`config.mk`:
```
export PLATFORM = sky130hd
export DESIGN_NAME = gad_csr
export DESIGN_NICKNAME = d
export VERILOG_FILES = /design/src/hdl/gad_pkg.sv /design/src/hdl/gad_csr.sv
export SDC_FILE = /design/constraint.sdc
export NUM_CORES = 1
export LEC_CHECK = 0
export BUFFER_PORTS_ARGS = -buffer_cell sky130_fd_sc_hd__buf_4
export CORE_AREA = 2 2 53 55
export CTS_CLUSTER_DIAMETER = 40
export CTS_CLUSTER_SIZE = 25
export DETAILED_ROUTE_END_ITERATION = 10
export DIE_AREA = 0 0 55 57
export GPL_TIMING_DRIVEN = 1
export PLACE_DENSITY = 0.81
export SLEW_MARGIN = 20
export SYNTH_ARGS = -nofsm -noshare
export SYNTH_HDL_FRONTEND = slang
export SYNTH_SLANG_ARGS = --single-unit
```
`constraint.sdc`:
```
create_clock -name clock -period 3.24 [get_ports clock]
set_input_delay 0.162 -clock clock [delete_from_list [all_inputs] [get_ports clock]]
set_output_delay 0.162 -clock clock [all_outputs]
set_load 0.005 [all_outputs]
```
`src/hdl/gad_pkg.sv`:
```
`timescale 1ns / 1ps
// ----------------------------------------------------------------------------
// Global alignment distance: shared package
// Types, codes and default sizes used across the alignment core.
// ----------------------------------------------------------------------------
package gad_pkg;

   // Default longest reference or query, in symbols.
   localparam int MAX_LEN_DEF = 256;

   // Fixed field widths.
   localparam int DIST_W = 10;
   localparam int SYM_W  = 8;
   localparam int GAP_W  = 8;
   localparam int CSR_AW = 4;
   localparam int CSR_DW = 32;

   // Traceback move codes.
   localparam logic [1:0] MV_DIAG = 2'd0;
   localparam logic [1:0] MV_UP   = 2'd1;
   localparam logic [1:0] MV_LEFT = 2'd2;

   // Input beat commands.
   localparam logic CMD_LOAD  = 1'b0;
   localparam logic CMD_QUERY = 1'b1;

   // Register indexes (byte address divided by four).
   localparam logic [1:0] REG_NO_END_GAP = 2'd0;
   localparam logic [1:0] REG_GAP_OPEN   = 2'd1;
   localparam logic [1:0] REG_GAP_EXTEND = 2'd2;

   typedef struct packed {
      logic                    no_end_gap;
      logic signed [GAP_W-1:0] gap_open;
      logic signed [GAP_W-1:0] gap_extend;
   } cfg_type;

   typedef struct packed {
      logic              valid;
      logic [DIST_W-1:0] distance;
      logic              overflow;
   } result_type;

endpackage

```
`src/hdl/gad_csr.sv`:
```
`timescale 1ns / 1ps
// ----------------------------------------------------------------------------
// Global alignment distance: configuration registers
// Holds the end-gap mode and the two gap scores behind a simple APB port.
// ----------------------------------------------------------------------------
module gad_csr (
   input  logic                         clock,
   input  logic                         reset,
   input  logic                         csr_psel,
   input  logic                         csr_penable,
   input  logic                         csr_pwrite,
   input  logic [gad_pkg::CSR_AW-1:0]   csr_paddr,
   input  logic [gad_pkg::CSR_DW-1:0]   csr_pwdata,
   output logic [gad_pkg::CSR_DW-1:0]   csr_prdata,
   output logic                         csr_pready,
   output gad_pkg::cfg_type             cfg
);

   gad_pkg::cfg_type cfg_ff;
   gad_pkg::cfg_type cfg_in;
   logic             wr_en;
   logic [1:0]       reg_idx;

   assign csr_pready = 1'b1;
   assign wr_en      = csr_psel && csr_penable && csr_pwrite && csr_pready;
   assign reg_idx    = csr_paddr[3:2];
   assign cfg        = cfg_ff;

   // Register write decode.
   always_comb begin
      cfg_in = cfg_ff;
      if (wr_en) begin
         case (reg_idx)
            gad_pkg::REG_NO_END_GAP: cfg_in.no_end_gap = csr_pwdata[0];
            gad_pkg::REG_GAP_OPEN:   cfg_in.gap_open   = csr_pwdata[gad_pkg::GAP_W-1:0];
            gad_pkg::REG_GAP_EXTEND: cfg_in.gap_extend = csr_pwdata[gad_pkg::GAP_W-1:0];
            default: ;
         endcase
      end
   end

   always_ff @(posedge clock) begin
      if (reset) begin
         cfg_ff.no_end_gap <= 1'b0;
         cfg_ff.gap_open   <= '1;
         cfg_ff.gap_extend <= '1;
      end else begin
         cfg_ff <= cfg_in;
      end
   end

   // Read back, gap scores sign extended.
   always_comb begin
      case (reg_idx)
         gad_pkg::REG_NO_END_GAP:
            csr_prdata = {{(gad_pkg::CSR_DW-1){1'b0}}, cfg_ff.no_end_gap};
         gad_pkg::REG_GAP_OPEN:
            csr_prdata = {{(gad_pkg::CSR_DW-gad_pkg::GAP_W){cfg_ff.gap_open[gad_pkg::GAP_W-1]}},
                          cfg_ff.gap_open};
         gad_pkg::REG_GAP_EXTEND:
            csr_prdata = {{(gad_pkg::CSR_DW-gad_pkg::GAP_W){cfg_ff.gap_extend[gad_pkg::GAP_W-1]}},
                          cfg_ff.gap_extend};
         default: csr_prdata = '0;
      endcase
   end

endmodule

```
After elaboration in Yosys (flattened, before gate mapping)
Index checks and enable logic that the tools add are counted.

cells by class
  eq/ne operators = 2
  mux-type cells = 1
  reduce and logical (&&, ||, !) cells = 6

operator list
  operator                                             count
  one-hot mux 32 bit (3 select lines)                  1
  AND reduction 2 bit                                  3
  equality test 2 x 1 -> 1 bit, second input constant  1
  equality test 2 bit, second input constant           1
  logical AND 1 bit                                    2
  zero test 2 bit                                      1

word-level totals
  bits in registers = 17
  input port bits = 41
  logic and storage cells = 12

Logic depth before layout (Yosys ltp)
Gate-level depths: netlist of run 1.

  word-level depth = 3
  depth in mapped cells = 4
  gate-level depth less buffers = 3

Worst setup path before layout of run 1
No wires, ideal clock.

  kind = input -> output
  start = input csr_paddr[2] (netlist name)
  end = output csr_prdata[10] (netlist name)
  data arrival time = 1.189 ns
  slack = 1.889 ns
  stages on the path = 4
  buffers on the path = 2
  path through = nor2b_1 -> clkbuf_2 -> a22o_1 -> buf_4

on the way
  word-level cells in the longest chain between the ends = 2

RTL lines
  what                                         RTL line       RTL
  start, declared                              gad_csr.sv:12  input logic [gad_pkg::CSR_AW-1:0] csr_paddr,
  equality test 2 bit (tied with other cells)  gad_csr.sv:54  case (reg_idx)
  one-hot mux 32 bit (3 select lines) *        gad_csr.sv:54
  end, declared                                gad_csr.sv:14  output logic [gad_pkg::CSR_DW-1:0] csr_prdata,

Every way passes the cells marked *; elsewhere a longest branch is shown, timed or not.

Worst setup path after layout of run 1
  start = input csr_paddr[2] (netlist name)
  end = output csr_prdata[18] (netlist name)

Same word-level chain as after synthesis.

==> results of run 1 <==
-- power by group through the flow --
| stage | Combinational, uW | Sequential, uW | Clock [uW] |
|---|---|---|---|
| 2_1_floorplan | 71.3 | 219 | 0 |
| 3_5_place_dp | 109 | 219 | 0 |
| 3_3_place_gp | 108 | 218 | 0 |
| 5_1_grt | 122 | 214 | 125 |
| 4_1_cts | 109 | 214 | 114 |
| 6_report | 108 | 214 | 111 |
-- routing by layer --
layer	up-vias	global-route usage
li1	404	-
met4	0	0.0314
met2	53	0.236
met3	0	0.0340
met1	375	0.196
met5	-	0
-- worst min-delay path by stage --
stage,from,endpoint,slack (ns),cells after the start
floorplan,csr_pwdata[0],cfg[0],0.34,2
global placement,csr_pwdata[4],cfg[12],0.43,3
detailed placement,csr_pwdata[2],cfg[2],0.44,3
CTS,csr_pwdata[6],cfg[14],0.14,3
global route,csr_pwdata[7],cfg[15],0.15,3
finish,csr_pwdata[6],cfg[14],0.15,3
-- cell usage after synthesis --
library cell / instances
a21oi_1: 1
a22o_1: 7
buf_2: 2
buf_4: 27
clkbuf_1: 2
clkbuf_2: 1
conb_1: 1
dfxtp_1: 17
mux2i_1: 17
nand2_1: 1
nand3_2: 1
nor2_1: 24
nor2b_1: 2
nor3b_1: 2
o21ai_0: 1
o31ai_1: 1
or4b_1: 1
-- stage by stage --
step                 util  instance area (um2)  hold slack [ns]
finish              0.493                 1290            0.147
floorplan               -                  960            0.339
detailed placement  0.483                 1260            0.439
global route        0.493                 1290            0.151
global placement    0.483                 1260            0.428
CTS                 0.493                 1290            0.143
-- cell type report --
class / instances / area, um2
tap: 31 / 38.8
timing repair buffer: 64 / 480
sequential: 17 / 340
clock buffer: 4 / 26.3
fill: 253 / 1330
multi-input combinational: 59 / 404
-- logic make-up (layout without fill, tap and decap cells) --
logic type,count (synthesis),count (layout),synth area share
and+or+nand+nor,31,31,0.147
DFF,17,17,0.355
other,1,1,0.00391
AOI/OAI and AO/OA,10,10,0.0821
muxes,17,17,0.177
buffers and inverters,32,68,0.235
-- critical path: stages --
cell and delay (ns):
buf_4 0.12, nor2b_1 0.52, a22o_1 0.70, buf_4 0.23
==> flow_summary.toml, run 1 <==
[outcome]
outcome = "completed"

[worst_setup_path]
ff2ff_path_depth = 2
critical_path_required_ns = 3.08
crit_path_start = "csr_paddr[2]"
crit_path_end = "csr_prdata[18]"
crit_type = "input port to output pin"
end_kind = "output pin"
reg2reg_to = "cfg[12]"
rrSetupSlack_ns = 2.56
cp.arrival_ns = 1.73
crit_path_max_fanout = 25
worstSetupStartpointType = "input port"
reg2reg_from = "cfg[12]"

[finish]
final_cell_mix = "buf_4, nor2_1, mux2i_1, dfxtp_1, a22o_1"
final_nets = 186
finalNonFillerCells = 175
final_common_cell = "buf_4"
largest_reg_flops = 17
area_growth_syn_to_layout_pct = 34.4
diodes = 0
layout-drive-gt1-share = 0.486

[power_and_ir_drop]
p_comb_frac = 0.249
clkPwrFrac = 0.256
p_sw_frac = 0.250
power_frac_seq = 0.495
leakage_uw = 0.000565
p_sw_uw = 108
power_density_nw_per_um2 = 335
intPower_uw = 324
vdd_drop_max_mv = 0.243
totalPowerFinal_uw = 433

[timing]
tns_ns = 0
period_needed_ns = 1.89
fmax_ghz = 0.528
worstMarginPinSlew_ns = 0.864
rsz0062_at_grt = "false"
finClkSkew_ns = 0
slew-limit-headroom = 0.421
setup_viol = 0
post-route-period-util = 0.584
setup_ws_ns = 1.35
slew_violations = 0
hold_viol = 0

[route]
wl_per_cell_um = 12.4
drt_wl_total_mm = 2.16
drtIter0Drc = 6
wl_met1_um = 935
ant_nets = 0
drc = 0
vias = 832
dr.pass1.iters = 3
via_per_inst = 4.75
top_layer_used = "met3"
wl_met3_um = 246
dr_wl_met2_um = 982

[global_routing]
grt.total_usage = 0.146
grt_pass1_vias = 747
antenna_found_initial = 0
grt_pass1_wl_mm = 3.39
grt_max_degree = 26
overflow = 0

[die]
fp.dieArea_um2 = 3140
die_w_um = 55
fp.coreArea_um2 = 2620
initial_core_util = 0.367
io_pins = 91
rows = 19
die_h_um = 57

[clock_tree]
post_cts_resized = 0
clk_latency_ns = 0.28
cts_tree = "built"
clk_pin_slew_ns = 0.10
cts-root-buf = "clkbuf_4"
cts_setup_buffers = 0
cts_buffers = 3
cts_buffer_depth = 2
cts_sinks = 17
htreeDepth = 1
cts_hold_buf = 0

[place]
gp_congestion = 0.667
placedCellCount = 171
pre_cts_ws_ns = 1.30
hpwl_mm = 1.63
io_buffers = 63

[synth]
ys_seq_elements = 17
synth_cells = 108
yosys.cell_types.count = 17
synth-seq-area-share = 0.355
netlist.top_cell.by_area = "dfxtp_1"
yosys.area.top_type_share = 0.355
syn-num-nets = 149
syn-cell-area_um2 = 960
synth.avg_cell_area_um2 = 8.89
yosysWarnings = 0
synthTopCellsByArea = "dfxtp_1, buf_4, mux2i_1"

[min_path]
hold_class = "input port to register"

[flow_run]
max_cap_viol_count = 0
(Power assumes the default switching activity.)
==> run 2, diff against run 1 <==
Settings changed: CORE_AREA 2 2 53 55 to 2 2 77 42, DIE_AREA 0 0 55 57 to 0 0 79 44, PLACE_DENSITY 0.81 to 0.76.
Clock period 3.24 ns to 1.8 ns, I/O delays scaled along.
==> run 2 against run 1 <==
Against the previous run:
- setup slack worse by 1.1 ns
- first-iteration DRC count grew to 8.3 times the previous value
- die area is 11% higher
- total power is 100% higher
- clock power grew to 2.6 times the previous value
- flip-flop and latch count stayed put
- sequential share of layout area is 1.1 points lower
- critical path depth is 2 lower
- sequential power is 80% higher
- count of clock-buffer cells in the layout is 1 lower
- critical endpoint is now csr_prdata[9]
==> flow_summary.toml, run 2 (synthesized netlist as in run 1, its figures left out) <==
[outcome]
outcome = "completed"

[die]
fp.coreArea_um2 = 2840
rows = 14
die_h_um = 44
initial_core_util = 0.338
die_w_um = 79
io_pins = 91
fp.dieArea_um2 = 3480

[global_routing]
grt_pass1_wl_mm = 3.84
grt_max_degree = 26
grt.total_usage = 0.146
grt_pass1_vias = 762
antenna_found_initial = 0
overflow = 0

[finish]
final_common_cell = "buf_4"
largest_reg_flops = 17
layout-drive-gt1-share = 0.503
final_nets = 189
final_cell_mix = "buf_4, nor2_1, mux2i_1, dfxtp_1, a22o_1"
area_growth_syn_to_layout_pct = 40.0
diodes = 0

[clock_tree]
clk_pin_slew_ns = 0.07
htreeDepth = 1
post_cts_resized = 0
cts_hold_buf = 0
clk_latency_ns = 0.25
cts-root-buf = "clkbuf_8"
cts_buffers = 3
cts_sinks = 17
cts_buffer_depth = 2
cts_setup_buffers = 0
cts_tree = "built"

[timing]
setup_viol = 0
finClkSkew_ns = 0
tns_ns = 0
slew-limit-headroom = 0.487
rsz0062_at_grt = "false"
slew_violations = 0
worstMarginPinSlew_ns = 0.769
hold_viol = 0
post-route-period-util = 0.884
period_needed_ns = 1.59
fmax_ghz = 0.628

[flow_run]
max_cap_viol_count = 0

[route]
drtIter0Drc = 50
drt_wl_total_mm = 2.58
wl_per_cell_um = 13.8
dr.pass1.iters = 4
via_per_inst = 4.58
drc = 0
vias = 857
ant_nets = 0

[power_and_ir_drop]
totalPowerFinal_uw = 874
leakage_uw = 0.000592
vdd_drop_max_mv = 0.366
power_density_nw_per_um2 = 650

[worst_setup_path]
crit_path_max_incr_delay_ns = 0.66
crit_type = "register to output pin"
worstSetupStartpointType = "register"
crit_path_max_fanout = 25
slowest_stage = "a22o_1"
path_cells = "a22o_1 -> buf_4"
critical_path_required_ns = 1.71
cp.arrival_ns = 1.50
end_kind = "output pin"

[place]
hpwl_mm = 1.91
io_buffers = 63
gp_congestion = 0.722

[min_path]
hold_class = "input port to register"
[run 2: changes by cell type in the layout (fill, tap and decap cells not counted)]
cell      before  now
clkinv_2       0    1
clkbuf_4       3    0
clkbuf_1       1    0
buf_4         64   67
clkbuf_8       0    3
[run 2: layout make-up]
class | count | area (um2)
clock buffers | 3 | 41.3
well taps | 40 | 50.0
fillers | 279 | 1490
repair buffers | 67 | 503
flip-flops and latches | 17 | 340
multi-input cells | 59 | 404
clock inverters | 1 | 5.00
[run 2: path summary, 6_finish.rpt]
check                start             to  slack, ns  depth (start not counted)
min          csr_pwdata[5]        cfg[13]       0.11                          3
max reg2reg         cfg[0]         cfg[0]       1.12                          2
min reg2reg        cfg[16]        cfg[16]       0.51                          2
max                cfg[15]  csr_prdata[9]       0.21                          2
[run 2: per-layer routing]
metal,global-route usage,vias up,part of all wire
met5,0,-,0
met2,0.236,50,0.44
met3,0.0604,5,0.098
met4,0.0207,0,0.0089
met1,0.191,390,0.46
li1,-,412,-
[run 2: worst max-delay path: cells and delay by family (launching register included)]
kind	cells	cell delay [ns]
compound gates	1	0.66
flops	1	0.36
buf+inv	1	0.23
[run 2: where the power goes]
group / internal (uW) / leakage, uW / switching, uW
sequential: 381 / 0.000138 / 4.38
clock: 153 / 0.0000255 / 132
combinational: 119 / 0.000428 / 83.3
[run 2: stage by stage]
stage          hold WS [ns]  cells  setup WS (ns)   util  instance area, um2
6_report              0.106    187          0.208  0.474                1340
5_1_grt               0.102    187         0.0810  0.474                1340
4_1_cts               0.108    187          0.190  0.474                1340
3_5_place_dp          0.373    183          0.407  0.457                1300
3_3_place_gp          0.358    183          0.498  0.457                1300
2_1_floorplan         0.263    108          0.593      -                 960
==> run 3, diff against run 2 <==
Settings changed: PLACE_DENSITY 0.76 to not set, PLACE_DENSITY_LB_ADDON set to 0.2.
==> run 3 against run 2 <==
Against the previous run:
- non-clock buffer count stayed put
- via count down 5.3%
- clock power rose by 2%
- clock skew stayed put
- core utilization is 0.088 points higher
- flip-flop and latch count stayed put
- total power up 0.12%
- first-iteration DRC count is 52% lower
- largest power group unchanged
==> flow_summary.toml, run 3 (synthesized netlist as in run 1, its figures left out) <==
[finish]
diodes = 0
largest_reg_flops = 17
layout-drive-gt1-share = 0.503
final_cell_mix = "buf_4, nor2_1, mux2i_1, dfxtp_1, a22o_1"
final_common_cell = "buf_4"
final_nets = 189
area_growth_syn_to_layout_pct = 40.3

[min_path]
hold_class = "input port to register"
min_delay_path_depth = 3

[worst_setup_path]
ff2ff_path_depth = 2
cp.arrival_ns = 1.47
crit_path_max_incr_delay_ns = 0.63
crit_path_start = "cfg[15]"
crit_type = "register to output pin"
rrSetupSlack_ns = 1.15
end_kind = "output pin"
critical_path_required_ns = 1.71
path_cells = "a22o_1 -> buf_4"
slowest_stage = "a22o_1"
worstSetupStartpointType = "register"
crit_path_max_fanout = 25
crit_path_end = "csr_prdata[28]"
reg2reg_to = "cfg[16]"
reg2reg_from = "cfg[16]"

[route]
drt_wl_total_mm = 2.31
drtIter0Drc = 24
drc = 0
ant_nets = 0
wl_per_cell_um = 12.3
dr.pass1.iters = 3
via_per_inst = 4.34
vias = 812

[global_routing]
overflow = 0
antenna_found_initial = 0
grt.total_usage = 0.137
grt_pass1_vias = 750
grt_pass1_wl_mm = 3.57
grt_max_degree = 26

[clock_tree]
clk_pin_slew_ns = 0.07
post_cts_resized = 0
cts_buffers = 3
cts-root-buf = "clkbuf_8"
cts_setup_buffers = 0
cts_tree = "built"
clk_latency_ns = 0.25
cts_sinks = 17
cts_buffer_depth = 2
htreeDepth = 1
cts_hold_buf = 0

[outcome]
outcome = "completed"

[die]
initial_core_util = 0.338
die_w_um = 79
fp.dieArea_um2 = 3480
rows = 14
die_h_um = 44
fp.coreArea_um2 = 2840
io_pins = 91

[power_and_ir_drop]
power_density_nw_per_um2 = 650
vdd_drop_max_mv = 0.350
leakage_uw = 0.000588

[timing]
setup_viol = 0
tns_ns = 0
hold_viol = 0
fmax_ghz = 0.641
slew-limit-headroom = 0.515
slew_violations = 0
post-route-period-util = 0.867
finClkSkew_ns = 0
period_needed_ns = 1.56
worstMarginPinSlew_ns = 0.728
timing.hold.ws_ns = 0.102
rsz0062_at_grt = "false"

[place]
gp_congestion = 0.674
io_buffers = 63
hpwl_mm = 1.74

[flow_run]
max_cap_viol_count = 0
run 3: changes by cell type in the layout (fill, tap and decap cells not counted), sizes merged:
cell / delta
clkinv: -1
clkinvlp: +1
run 3: power breakdown:
group / total, uW / internal (uW) / switching (uW)
registers: 385 / 381 / 4.03
logic: 199 / 119 / 79.6
clock network: 291 / 156 / 135
total: 875 / 656 / 219
run 3: area by class of cell:
cell class	count	area, um2
clock buffers	3	41.3
clock inverters	1	7.51
fillers	289	1490
multi-input cells	59	404
flip-flops and latches	17	340
well taps	40	50.0
repair buffers	67	503
run 3: through the flow:
| step | std cells | area, um2 | setup WS, ns | util | total power (uW) |
|---|---|---|---|---|---|
| floorplan | 108 | 960 | 0.593 | - | 522 |
| global placement | 183 | 1300 | 0.483 | 0.457 | 592 |
| detailed placement | 183 | 1300 | 0.416 | 0.457 | 595 |
| CTS | 187 | 1350 | 0.199 | 0.474 | 893 |
| global route | 187 | 1350 | 0.0961 | 0.474 | 925 |
| finish | 187 | 1350 | 0.239 | 0.474 | 875 |
run 3: how the worst min path moves through the flow:
stage,endpoint,slack [ns],from
after detailed placement,cfg[13],0.37,csr_pwdata[5]
after global placement,cfg[7],0.36,csr_pwdata[7]
after floorplan,csr_prdata[0],0.26,csr_paddr[3]
after CTS,cfg[14],0.1,csr_pwdata[6]
after global routing,cfg[6],0.11,csr_pwdata[6]
final,cfg[14],0.10,csr_pwdata[6]
run 3: metal layers:
layer	routed length, um	global-route usage	up-vias
li1	-	-	410
met1	1100	0.177	371
met2	1030	0.215	29
met3	177	0.0646	2
met4	4	0.0207	0
met5	0	0	-
run 3: worst max-delay path, delay by kind of cell (launching register included):
| kind | cells | cell delay [ns] |
|---|---|---|
| AO/OA/AOI/OAI | 1 | 0.63 |
| flip-flops | 1 | 0.36 |
| buffers and inverters | 1 | 0.23 |
